===== config.mk =====
export PLATFORM = sky130hd
export DESIGN_NAME = round_robin_slice_scheduler_unit
export DESIGN_NICKNAME = d
export VERILOG_FILES = /design/src/sv/rrss_pkg.sv /design/src/sv/rrss_ctrl.sv /design/src/sv/rrss_dp.sv /design/src/sv/round_robin_slice_scheduler_unit.sv
export SDC_FILE = /design/constraint.sdc
export NUM_CORES = 2
export LEC_CHECK = 0
export BUFFER_PORTS_ARGS = -buffer_cell sky130_fd_sc_hd__buf_2
export CORE_AREA = 5 5 391 239
export CTS_CLUSTER_SIZE = 16
export DETAILED_ROUTE_END_ITERATION = 6
export DIE_AREA = 0 0 396 244
export PLACE_DENSITY = 0.78
export SKIP_CTS_REPAIR_TIMING = 1
export SKIP_LAST_GASP = 1
export SLEW_MARGIN = 20
export SYNTH_ARGS = -nofsm -noshare
export SYNTH_HDL_FRONTEND = slang
export SYNTH_SLANG_ARGS = --single-unit

===== constraint.sdc =====
create_clock -name i_clk -period 20.2 [get_ports i_clk]
set_clock_uncertainty 0.15 [all_clocks]
set_input_delay 1.01 -clock i_clk [delete_from_list [all_inputs] [get_ports i_clk]]
set_output_delay 1.01 -clock i_clk [all_outputs]
set_load 0.005 [all_outputs]

===== src/sv/rrss_pkg.sv =====
// Shared types and constants for the round-robin slice scheduler.
package rrss_pkg;
    localparam int MaxTasks  = 16;
    localparam int TimeBits  = 23;
    localparam int IdxBits   = $clog2(MaxTasks);
    localparam int CntBits   = IdxBits + 1;
    localparam logic [TimeBits-1:0] TimeMax = '1;

    localparam logic [1:0] OP_LOAD  = 2'd0;
    localparam logic [1:0] OP_RUN   = 2'd1;
    localparam logic [1:0] OP_CLEAR = 2'd2;

    typedef struct packed {
        logic [1:0]  opcode;
        logic [15:0] arr_time;
        logic [15:0] burst_length;
    } t_rrss_in;

    typedef struct packed {
        logic                is_idle;
        logic [5:0]          task_index;
        logic [TimeBits-1:0] slice_start;
        logic [TimeBits-1:0] slice_end;
        logic                task_finished;
        logic [TimeBits-1:0] turnaround;
        logic [TimeBits-1:0] waiting;
        logic                all_done;
    } t_rrss_out;

    // Commands from the sequencer to the datapath
    typedef struct packed {
        logic clear;
        logic start_load;
        logic start_run;
        logic set_all_done;
        logic load_step;
        logic queue_step;
        logic push_pre;
        logic dispatch;
        logic idle_step;
        logic idle_fin;
        logic turn;
        logic wait_calc;
    } t_rrss_cmd;

    // Status from the datapath to the sequencer
    typedef struct packed {
        logic full;
        logic all_done;
        logic load_stop;
        logic idx_last;
        logic ring_empty;
    } t_rrss_stat;
endpackage


===== src/sv/rrss_ctrl.sv =====
// Sequencer for the round-robin slice scheduler.
module rrss_ctrl (
    input  logic                i_clk,
    input  logic                i_rst_n,
    input  logic                i_accept,
    input  logic [1:0]          i_opcode,
    input  rrss_pkg::t_rrss_stat i_stat,
    output rrss_pkg::t_rrss_cmd  o_cmd,
    output logic                o_busy,
    output logic                o_valid
);
    import rrss_pkg::*;

    typedef enum logic [9:0] {
        S_IDLE  = 10'b0000000001,
        S_LOAD  = 10'b0000000010,
        S_QSCAN = 10'b0000000100,
        S_PRE   = 10'b0000001000,
        S_DISP  = 10'b0000010000,
        S_ISCAN = 10'b0000100000,
        S_IFIN  = 10'b0001000000,
        S_TURN  = 10'b0010000000,
        S_WAITR = 10'b0100000000,
        S_OUT   = 10'b1000000000
    } t_state;

    t_state r_state, n_state;

    // Next state and commands
    always_comb begin
        n_state = r_state;
        o_cmd   = '0;
        case (r_state)
            S_IDLE: begin
                if (i_accept) begin
                    case (i_opcode)
                        OP_LOAD: begin
                            if (!i_stat.full) begin
                                o_cmd.start_load = 1'b1;
                                n_state = S_LOAD;
                            end
                        end
                        OP_RUN: begin
                            if (i_stat.all_done) begin
                                o_cmd.set_all_done = 1'b1;
                                n_state = S_OUT;
                            end else begin
                                o_cmd.start_run = 1'b1;
                                n_state = S_QSCAN;
                            end
                        end
                        OP_CLEAR: o_cmd.clear = 1'b1;
                        default: ;
                    endcase
                end
            end
            S_LOAD: begin
                o_cmd.load_step = 1'b1;
                if (i_stat.load_stop) n_state = S_IDLE;
            end
            S_QSCAN: begin
                o_cmd.queue_step = 1'b1;
                if (i_stat.idx_last) n_state = S_PRE;
            end
            S_PRE: begin
                o_cmd.push_pre = 1'b1;
                n_state = S_DISP;
            end
            S_DISP: begin
                o_cmd.dispatch = 1'b1;
                n_state = i_stat.ring_empty ? S_ISCAN : S_TURN;
            end
            S_ISCAN: begin
                o_cmd.idle_step = 1'b1;
                if (i_stat.idx_last) n_state = S_IFIN;
            end
            S_IFIN: begin
                o_cmd.idle_fin = 1'b1;
                n_state = S_OUT;
            end
            S_TURN: begin
                o_cmd.turn = 1'b1;
                n_state = S_WAITR;
            end
            S_WAITR: begin
                o_cmd.wait_calc = 1'b1;
                n_state = S_OUT;
            end
            S_OUT:   n_state = S_IDLE;
            default: n_state = S_IDLE;
        endcase
    end

    // Hold state
    always_ff @(posedge i_clk) begin
        if (!i_rst_n) r_state <= S_IDLE;
        else          r_state <= n_state;
    end

    assign o_busy  = (r_state != S_IDLE);
    assign o_valid = (r_state == S_OUT);

    a_onehot: assert property (@(posedge i_clk) disable iff (!i_rst_n) $onehot(r_state))
        else $error("state not one-hot");
    a_out_once: assert property (@(posedge i_clk) disable iff (!i_rst_n)
        o_valid |=> !o_valid) else $error("result shown twice");
    a_idle_accept: assert property (@(posedge i_clk) disable iff (!i_rst_n)
        (i_accept && r_state != S_IDLE) |-> 1'b0) else $error("accept while busy");
endmodule


===== src/sv/rrss_dp.sv =====
// Task tables, ready ring and slice arithmetic of the scheduler.
module rrss_dp (
    input  logic                 i_clk,
    input  logic                 i_rst_n,
    input  rrss_pkg::t_rrss_cmd  i_cmd,
    input  rrss_pkg::t_rrss_in   i_item,
    input  logic [15:0]          i_tq,
    output rrss_pkg::t_rrss_stat o_stat,
    output rrss_pkg::t_rrss_out  o_result
);
    import rrss_pkg::*;

    logic [15:0]        arr_mem [MaxTasks];
    logic [15:0]        bst_mem [MaxTasks];
    logic [15:0]        rem_mem [MaxTasks];
    logic [IdxBits-1:0] ord_mem [MaxTasks];
    logic [IdxBits-1:0] ring_mem[MaxTasks];

    logic [MaxTasks-1:0] r_queued, r_fin;
    logic [IdxBits-1:0]  r_head, r_pre_i, r_task;
    logic [CntBits-1:0]  r_rcnt, r_tcnt, r_fcnt, r_idx;
    logic                r_pre_v, r_finflag;
    logic [TimeBits-1:0] r_now, r_next, r_start, r_end, r_ta;
    logic [15:0]         r_arr;
    t_rrss_out           r_res;

    logic [IdxBits-1:0]  prev_ord, cur_ord, arr_addr, push_val, pop_t;
    logic [15:0]         arr_rd, rem_rd, tq_eff;
    logic                push_en, rem_le;
    logic [TimeBits:0]   sum;
    logic [TimeBits-1:0] end_sat, wt;

    assign prev_ord = ord_mem[r_idx[IdxBits-1:0] - 1'b1];
    assign cur_ord  = ord_mem[r_idx[IdxBits-1:0]];
    assign pop_t    = ring_mem[r_head];
    assign rem_rd   = rem_mem[pop_t];
    assign tq_eff   = (i_tq == 16'd0) ? 16'd1 : i_tq;
    assign rem_le   = (rem_rd <= tq_eff);

    // Select the one arrival read address
    always_comb begin
        arr_addr = r_task;
        if (i_cmd.load_step)       arr_addr = prev_ord;
        else if (i_cmd.queue_step) arr_addr = cur_ord;
        else if (i_cmd.idle_step)  arr_addr = r_idx[IdxBits-1:0];
    end
    assign arr_rd = arr_mem[arr_addr];

    // Decide ring pushes
    always_comb begin
        push_en  = 1'b0;
        push_val = cur_ord;
        if (i_cmd.queue_step) begin
            push_en = ({{(TimeBits-16){1'b0}}, arr_rd} <= r_now) && !r_queued[cur_ord]
                      && (r_rcnt < CntBits'(MaxTasks));
        end else if (i_cmd.push_pre) begin
            push_en  = r_pre_v && (r_rcnt < CntBits'(MaxTasks));
            push_val = r_pre_i;
        end
    end

    // Saturating slice end
    assign sum = {1'b0, r_now} + {{(TimeBits-15){1'b0}}, (rem_le ? rem_rd : tq_eff)};
    assign end_sat = sum[TimeBits] ? TimeMax : sum[TimeBits-1:0];
    assign wt = (r_ta >= {{(TimeBits-16){1'b0}}, bst_mem[r_task]})
              ? r_ta - {{(TimeBits-16){1'b0}}, bst_mem[r_task]} : '0;

    // Table and ring storage, no reset
    always_ff @(posedge i_clk) begin
        if (i_cmd.start_load) begin
            arr_mem[r_tcnt[IdxBits-1:0]] <= i_item.arr_time;
            bst_mem[r_tcnt[IdxBits-1:0]] <= i_item.burst_length;
            rem_mem[r_tcnt[IdxBits-1:0]] <= i_item.burst_length;
        end
        if (i_cmd.load_step) begin
            if (o_stat.load_stop) ord_mem[r_idx[IdxBits-1:0]] <= r_tcnt[IdxBits-1:0];
            else                  ord_mem[r_idx[IdxBits-1:0]] <= prev_ord;
        end
        if (push_en) ring_mem[r_head + r_rcnt[IdxBits-1:0]] <= push_val;
        if (i_cmd.dispatch && r_rcnt != '0)
            rem_mem[pop_t] <= rem_le ? 16'd0 : rem_rd - tq_eff;
    end

    // Payload registers
    always_ff @(posedge i_clk) begin
        if (i_cmd.start_load) r_arr <= i_item.arr_time;
        if (i_cmd.dispatch) begin
            r_task    <= pop_t;
            r_start   <= r_now;
            r_end     <= end_sat;
            r_finflag <= rem_le;
            r_next    <= TimeMax;
        end
        if (i_cmd.idle_step && !r_queued[r_idx[IdxBits-1:0]]
            && {{(TimeBits-16){1'b0}}, arr_rd} < r_next)
            r_next <= {{(TimeBits-16){1'b0}}, arr_rd};
        if (i_cmd.turn)
            r_ta <= (r_end >= {{(TimeBits-16){1'b0}}, arr_rd})
                  ? r_end - {{(TimeBits-16){1'b0}}, arr_rd} : '0;
        if (i_cmd.set_all_done) begin
            r_res          <= '0;
            r_res.all_done <= 1'b1;
        end
        if (i_cmd.wait_calc) begin
            r_res               <= '0;
            r_res.task_index    <= 6'(r_task);
            r_res.slice_start   <= r_start;
            r_res.slice_end     <= r_end;
            r_res.task_finished <= r_finflag;
            r_res.turnaround    <= r_finflag ? r_ta : '0;
            r_res.waiting       <= r_finflag ? wt : '0;
        end
        if (i_cmd.idle_fin) begin
            r_res             <= '0;
            r_res.is_idle     <= 1'b1;
            r_res.slice_start <= r_now;
            r_res.slice_end   <= (r_next < r_now) ? r_now : r_next;
        end
    end

    // Control state
    always_ff @(posedge i_clk) begin
        if (!i_rst_n || i_cmd.clear) begin
            r_queued <= '0;
            r_fin    <= '0;
            r_head   <= '0;
            r_rcnt   <= '0;
            r_tcnt   <= '0;
            r_fcnt   <= '0;
            r_idx    <= '0;
            r_now    <= '0;
            r_pre_v  <= 1'b0;
            r_pre_i  <= '0;
        end else begin
            if (i_cmd.start_load) begin
                r_queued[r_tcnt[IdxBits-1:0]] <= 1'b0;
                r_fin[r_tcnt[IdxBits-1:0]]    <= 1'b0;
                r_idx <= r_tcnt;
            end
            if (i_cmd.load_step) begin
                if (o_stat.load_stop) r_tcnt <= r_tcnt + 1'b1;
                else                  r_idx  <= r_idx - 1'b1;
            end
            if (i_cmd.start_run) r_idx <= '0;
            if (i_cmd.queue_step) begin
                r_idx <= r_idx + 1'b1;
                if (push_en) r_queued[cur_ord] <= 1'b1;
            end
            if (push_en) r_rcnt <= r_rcnt + 1'b1;
            if (i_cmd.push_pre) r_pre_v <= 1'b0;
            if (i_cmd.idle_step) r_idx <= r_idx + 1'b1;
            if (i_cmd.idle_fin) r_now <= (r_next < r_now) ? r_now : r_next;
            if (i_cmd.dispatch) begin
                if (r_rcnt == '0) begin
                    r_idx <= '0;
                end else begin
                    r_head <= r_head + 1'b1;
                    r_rcnt <= r_rcnt - 1'b1;
                    r_now  <= end_sat;
                    if (rem_le) begin
                        r_fin[pop_t] <= 1'b1;
                        r_fcnt       <= r_fcnt + 1'b1;
                    end else begin
                        r_pre_v <= 1'b1;
                        r_pre_i <= pop_t;
                    end
                end
            end
        end
    end

    assign o_stat.full       = (r_tcnt == CntBits'(MaxTasks));
    assign o_stat.all_done   = (r_fcnt == r_tcnt);
    assign o_stat.load_stop  = (r_idx == '0) || (arr_rd <= r_arr);
    assign o_stat.idx_last   = (r_idx == r_tcnt - 1'b1);
    assign o_stat.ring_empty = (r_rcnt == '0);
    assign o_result          = r_res;

    a_ring_cap: assert property (@(posedge i_clk) disable iff (!i_rst_n)
        r_rcnt <= CntBits'(MaxTasks)) else $error("ring overfull");
    a_fin_cnt: assert property (@(posedge i_clk) disable iff (!i_rst_n)
        r_fcnt <= r_tcnt) else $error("finished count above task count");
    a_fin_pop: assert property (@(posedge i_clk) disable iff (!i_rst_n)
        $countones(r_fin) == int'(r_fcnt)) else $error("finished flags disagree");
endmodule


===== src/sv/round_robin_slice_scheduler_unit.sv =====
// Top level of the round-robin slice scheduler with its configuration port.
//
// Commands enter on i_item when start is high and busy is low: load a task
// (arrival, burst), request the next slice, or clear the task table.
// Each slice request gives one result on o_result, marked by o_valid for
// exactly one cycle; loads, clears and unused opcodes give none.
// A slice request first passes over the sorted task table, one entry a
// cycle, then queues the preempted task and dispatches; a slice then
// computes turnaround and waiting, an idle gap a second pass over the
// table and a finishing step. An all-done answer shows in the very next
// cycle. A load shifts table entries for its sorted insertion, one a cycle.
// The receiver cannot stall: the result must be taken in its cycle.
// time_quantum sits at byte address 0 of the APB port; write it only while
// busy is low. Reset (i_rst_n low, synchronous) empties the table, sets
// time to zero and time_quantum to 1.
module round_robin_slice_scheduler_unit (
    input  logic                i_clk,
    input  logic                i_rst_n,
    input  logic                start,
    output logic                busy,
    input  rrss_pkg::t_rrss_in  i_item,
    output logic                o_valid,
    output rrss_pkg::t_rrss_out o_result,
    input  logic                psel,
    input  logic                penable,
    input  logic                pwrite,
    input  logic [2:0]          paddr,
    input  logic [31:0]         pwdata,
    output logic [31:0]         prdata,
    output logic                pready
);
    import rrss_pkg::*;

    t_rrss_cmd   cmd;
    t_rrss_stat  stat;
    logic [15:0] r_tq;
    logic        accept;

    assign accept = start && !busy;
    assign pready = 1'b1;

    // Hold the quantum register
    always_ff @(posedge i_clk) begin
        if (!i_rst_n) r_tq <= 16'd1;
        else if (psel && penable && pwrite && !paddr[2]) r_tq <= pwdata[15:0];
    end

    assign prdata = paddr[2] ? 32'd0 : {16'd0, r_tq};

    rrss_ctrl u_ctrl (
        .i_clk    (i_clk),
        .i_rst_n  (i_rst_n),
        .i_accept (accept),
        .i_opcode (i_item.opcode),
        .i_stat   (stat),
        .o_cmd    (cmd),
        .o_busy   (busy),
        .o_valid  (o_valid)
    );

    rrss_dp u_dp (
        .i_clk    (i_clk),
        .i_rst_n  (i_rst_n),
        .i_cmd    (cmd),
        .i_item   (i_item),
        .i_tq     (r_tq),
        .o_stat   (stat),
        .o_result (o_result)
    );
endmodule


======== Word level (Yosys, flattened, before mapping) ========
Memories as Yosys holds them, arrays and structs flattened. A register that Yosys moved wholly into a read port is not among the register bits.
Cells that the tools add are included.
operators by class
  $add $sub $neg .......................... 14
  magnitude comparators ................... 13
  equal/unequal tests ..................... 22
  mux-type cells .......................... 96
  bitwise operators ....................... 6
  reduce and logical (&&, ||, !) cells .... 35
operators by type and width
  cell                                                            count
  101-bit 2-to-1 mux                                              2
  23-bit 2-to-1 mux                                               8
  16-bit 2-to-1 mux                                               11
  94-bit 2-to-1 mux                                               1
  10-bit one-hot mux with 8 select lines                          1
  10-bit 2-to-1 mux                                               6
  5-bit 2-to-1 mux                                                11
  4-bit 2-to-1 mux                                                13
  23-bit by 16-bit >= comparator with 1-bit output                2
  23-bit by 16-bit subtractor with 23-bit output                  2
  1-bit 2-to-1 mux                                                36
  16-bit <= comparator                                            2
  23-bit by 16-bit adder with 24-bit output                       1
  16-bit by 23-bit <= comparator with 1-bit output                1
  16-bit by 23-bit < comparator with 1-bit output                 1
  23-bit < comparator                                             1
  5-bit by 1-bit adder with 5-bit output (second input constant)  4
  10-bit one-hot mux with 2 select lines                          1
  16-bit AND                                                      1
  16-bit zero test                                                1
  16-bit NOT                                                      1
  16-bit OR                                                       1
  16-bit OR reduction                                             1
  16-bit subtractor                                               1
  other kinds (42)                                                76
word-level totals
  register bits ........................... 300
  RAM bits ................................ 896
  bits of input ports ..................... 75
  output and inout bits ................... 136
  memories kept ........................... 5
memory list
  name           depth  width  read ports  clocked after memory_dff  write ports  RTL line       text
  u_dp.arr_mem   16     16     1           0                         1            rrss_dp.sv:13  logic [15:0] arr_mem [MaxTasks];
  u_dp.bst_mem   16     16     1           1                         1            rrss_dp.sv:14  logic [15:0] bst_mem [MaxTasks];
  u_dp.rem_mem   16     16     1           0                         1            rrss_dp.sv:15  logic [15:0] rem_mem [MaxTasks];
  u_dp.ord_mem   16     4      2           1                         1            rrss_dp.sv:16  logic [IdxBits-1:0] ord_mem [MaxTasks];
  u_dp.ring_mem  16     4      1           1                         1            rrss_dp.sv:17  logic [IdxBits-1:0] ring_mem[MaxTasks];

======== Longest topological paths before layout ========
An unclocked memory read counts as a cell.
  depth after elaboration ................. 16
  mapped depth ............................ 38
  gate-level depth less buffers ........... 32

======== By module ========
Synthesis repeated with hierarchy kept, for this count alone.
second synthesis, totals
  cell total of the unflattened synthesis .. 4,175
  area, all modules ....................... 56,291.5 sq um
modules (own cells, without submodules)
  module                            instances  cells an instance  area each (sq um)  seq. area each (sq um)
  rrss_dp                           1          3,981              54,668.7           34,072.7
  round_robin_slice_scheduler_unit  1          107                918.4              320.3
  rrss_ctrl                         1          87                 704.4              200.2

======== Least setup slack after synthesis ========
Ideal clock, no wire load.
  path type ............................... reg2reg
  start ................................... reg (tool-made name)
  end ..................................... reg u_dp.r_now[22]
  library setup time ...................... 0.146 ns
  data arrival time ....................... 8.452 ns
  path slack .............................. 11.452 ns
  stages on the path, launching flop included .. 37
  buffers on the path ..................... 6
  period minus slack after synthesis ...... 8.748 ns
  path through ............................ dfxtp_1 buf_2 buf_2 mux4_2 mux4_2 clkbuf_1 clkbuf_1 mux4_2 mux2_2 a21oi_1 ha_1 inv_1 fa_1 a21o_1 a21o_1 a21o_1 a21o_1 a21oi_1 o211ai_1 a31oi_1 a31oi_1 inv_1 clkbuf_1 clkbuf_1 o21ai_0 fa_1 a21o_1 a21oi_1 o21ai_0 a41oi_1 o21bai_1 a221o_1 a211oi_1 nor4_1 nand2b_1 a21oi_1 a311oi_1
RTL lines
  item                  RTL line        text
  end signal, assigned  rrss_dp.sv:152  if (i_cmd.idle_fin) r_now <= (r_next < r_now) ? r_now : r_next;
  end signal, assigned  rrss_dp.sv:159  r_now <= end_sat;
  end, declared         rrss_dp.sv:23   logic [TimeBits-1:0] r_now, r_next, r_start, r_end, r_ta;

==> reports/summary.md <==
The run finished with clean final reports. The die boundary width was 396 um; the final count of negative-setup-slack endpoints was 0. The number of detailed-route iterations in the first pass is 6, and the max-slew headroom at the worst pin is 23.96%. For this run, the total global-route usage over all layers was measured as 28.11%. The detail route stage leaves a number of antenna-violating nets equal to 0.

The critical path is of the flip-flop to flip-flop type. The worst-case IR drop observed on VDD is 0.00007753 V. The first global-routing pass estimated 202100 um of wire. Number of hold violations in the final report: 0. The run gives 9.12 ns as the reg2reg setup slack. The layout net count is 3983, and the worst hold slack is 0.3131 ns. The HPWL after detailed placement is 89320 um. For the leakage power of the design, the log shows 20.46 nW. Port buffering added 173 buffers. Entering global routing, the biggest net connects 72 pins.

TritonCTS built the clock tree. The time the worst path needs with I/O delays and setup works out to 11.08 ns. Top flip-flop cell by instance count after synthesis: edfxtp_1. The tree built by TritonCTS fans out to 1204 sinks. Summing all multi-input logic gate instances after layout gives 17520 sq um. Counting stages on the worst path, the most repeated cell is a21o_1.

Prior to clock tree synthesis, the placed netlist has a worst setup slack of 9.231 ns. Routability-driven placement finished with a final weighted congestion of 0.9427. Setup total negative slack on the finished layout was measured at 0 ns. For this run, the register share of the synthesized area comes to 64.87%.

The number of clock buffers added by TritonCTS is 106. The total vias in the final route came out at 32.67k. Each instance of the synthesized netlist takes up on average 14.99 sq um. Starting utilization of the core area: 59.77%. The power per cell area works out to 84.82 nW/um^2. Gate count after technology mapping: 3557. Clock-pin slew was measured on the worst setup and hold paths at 0.07 ns.

The floorplan step defined a die boundary enclosing 96620 sq um. In the routed design, unresolved DRC markers number 0. Derived from the worst setup path, the maximum achievable clock frequency is 0.09026 GHz. At the pin with the least slew margin, the transition time is 1.130 ns. The root buffer cell is clkbuf_16. The number of cell rows is 85. Measured in cells, the most critical reg-to-reg path has a length of 32. Of the cells placed in the final design, the portion with a size suffix greater than 1 is 18.65%. Average vias per placed instance: 6.514. The die is 244 um tall.

The run gives 4210 as the number of DRC markers in iteration 0. The share of the clock period used by the worst path after layout came out at 54.85%. Fill cells in the final layout number 6000.

The count of maximum capacitance violations is 0. The logs give 34600 sq um for the combined flip-flop and latch cell area and 0 for the overall overflow remaining after global route. The slowest cell on the critical path was a211oi_1. The number of antenna violations at the first check in global routing is 5, and the required time of the worst setup path is 20.59 ns. Along the worst hold path, the cell count comes to 2. The stage delay of the slowest cell on the critical path is 0.87 ns, and the placeable core region is 89230 sq um. Clock latency on the worst-skew pair, taken at its later pin, is 0.72 ns. Yosys printed 0 warnings. For this run, asynchronously set or reset flops after synthesis account for 0%. The maximum fanout count along the critical path is 46, and the max-slew violation count is 0. Pin placement for this block handled 211 I/O pins. The endpoint arrival time on the critical path was 11.46 ns; the area growth from synthesis to layout was 10.75%. The run gives 5015 as the count of non-filler cells in the finished layout. The average routed wire per standard cell is 27.41 um.

The class of the tightest hold or removal check was flip-flop to flip-flop. Placed cell count: 4817. The number of distinct library cell variants in the gate-level netlist after synthesis came out at 82. The category of the worst setup path launch point is a flip-flop. Setup repair after global routing left no endpoint under its margin. The clock tree synthesis step divided the H-tree into 3 levels.

The largest buffer count on any clock path was 3; the post-detailed-placement cell area was 55610 sq um. The final worst setup slack was 9.120 ns. The most common library cell in the layout ignoring fill and taps was edfxtp_1. The mapped netlist covers 53330 sq um. In the layout the commonest cells are edfxtp_1, nand2_1, nor2_1, mux4_2, mux2i_1.

Wires add up to 137500 um. The count of flip-flops with a built-in enable after synthesis came out at 1048. The worst setup path is captured at a flip-flop. The number of global-route vias before repair was 30.91k; the post-route cell area was 59060 sq um.

The number of flip-flops and latches in the synthesized netlist was 1204.
==> synthesized netlist by cell type, types with 35 or more instances <==
master | number | area (sq um)
nor2b_1 | 35 | 219.0
edfxtp_1 | 1048 | 31470
xor2_1 | 39 | 341.6
clkbuf_1 | 102 | 382.9
mux2i_1 | 176 | 1762
mux2_2 | 37 | 416.7
a21o_1 | 46 | 345.3
a21oi_1 | 119 | 595.6
nand3_1 | 41 | 205.2
ha_1 | 152 | 1902
a22o_1 | 51 | 446.7
dfxtp_1 | 156 | 3123
xnor2_1 | 57 | 499.2
inv_1 | 133 | 499.2
o21ai_0 | 116 | 580.6
nor2_1 | 241 | 904.6
nor3_1 | 41 | 205.2
mux4_2 | 215 | 4842
nand2_1 | 293 | 1100
==> critical path, delay by kind of cell, from the launching register on <==
kind,cells,cell delay [ns]
flops,1,0.84
mux,4,1.97
compound gates,19,4.75
buf+inv,4,1.60
fa+ha+maj,3,1.12
simple gates,2,0.42
==> registers in the layout, indices dropped and copies added (netlist names), 17 cells and up, named ones only <==
register / flops
u_dp.arr_mem: 256
u_dp.bst_mem: 256
u_dp.o_result: 99
u_dp.ord_mem: 64
u_dp.r_end: 23
u_dp.r_next: 17
u_dp.r_now: 23
u_dp.r_start: 23
u_dp.r_ta: 23
u_dp.rem_mem: 256
u_dp.ring_mem: 64
==> per-stage QoR <==
step	power [mW]	util, %
finish	5.010	66.19
CTS	5.026	66.18
floorplan	2.936	-
global route	5.165	66.19
global placement	3.022	62.32
detailed placement	3.029	62.32
==> path summary, 6_finish.rpt <==
kind                startpoint           endpoint
max                  flip-flop     u_dp.r_now[22]
min          u_dp.o_result[47]  u_dp.o_result[47]
min reg2reg  u_dp.o_result[47]  u_dp.o_result[47]
max reg2reg          flip-flop     u_dp.r_now[22]
==> cells by family (layout without fill, tap and decap cells) <==
| logic type | Yosys count | after routing | share of synthesized area, % |
|---|---|---|---|
| AO/OA/AOI/OAI | 547 | 547 | 6.888 |
| XOR/XNOR | 97 | 97 | 1.607 |
| adder cells (fa/ha/maj) | 157 | 157 | 3.754 |
| buffers and inverters | 326 | 591 | 2.761 |
| flip-flops | 1204 | 1204 | 64.87 |
| multiplexers | 434 | 434 | 13.41 |
| other | 2 | 21 | 0.01408 |
| AND/OR/NAND/NOR | 790 | 790 | 6.696 |
==> power breakdown <==
part	internal, mW	switching, mW	total, mW
sequential	2.71	0.00675	2.72
combinational	0.0912	0.179	0.270
clock	1.12	0.906	2.02
==> layout make-up <==
cell class / count / area share (%)
diodes: 2 / 0.008474
repair buffers: 259 / 2.565
multi-input cells: 2044 / 29.67
clock inverters: 41 / 0.7160
clock buffers: 155 / 5.114
flip-flops and latches: 1204 / 58.58
well taps: 1174 / 2.487
inverters: 136 / 0.8643
==> routing by layer <==
layer / track usage [%] / wire (um) / up-vias
li1: - / - / 14050
met2: 38.83 / 57680 / 2118
met5: 0 / 13 / -
met1: 43.80 / 57590 / 16270
met4: 8.292 / 4139 / 2
met3: 7.901 / 18070 / 220
Power figures use the tool's default switching activity.
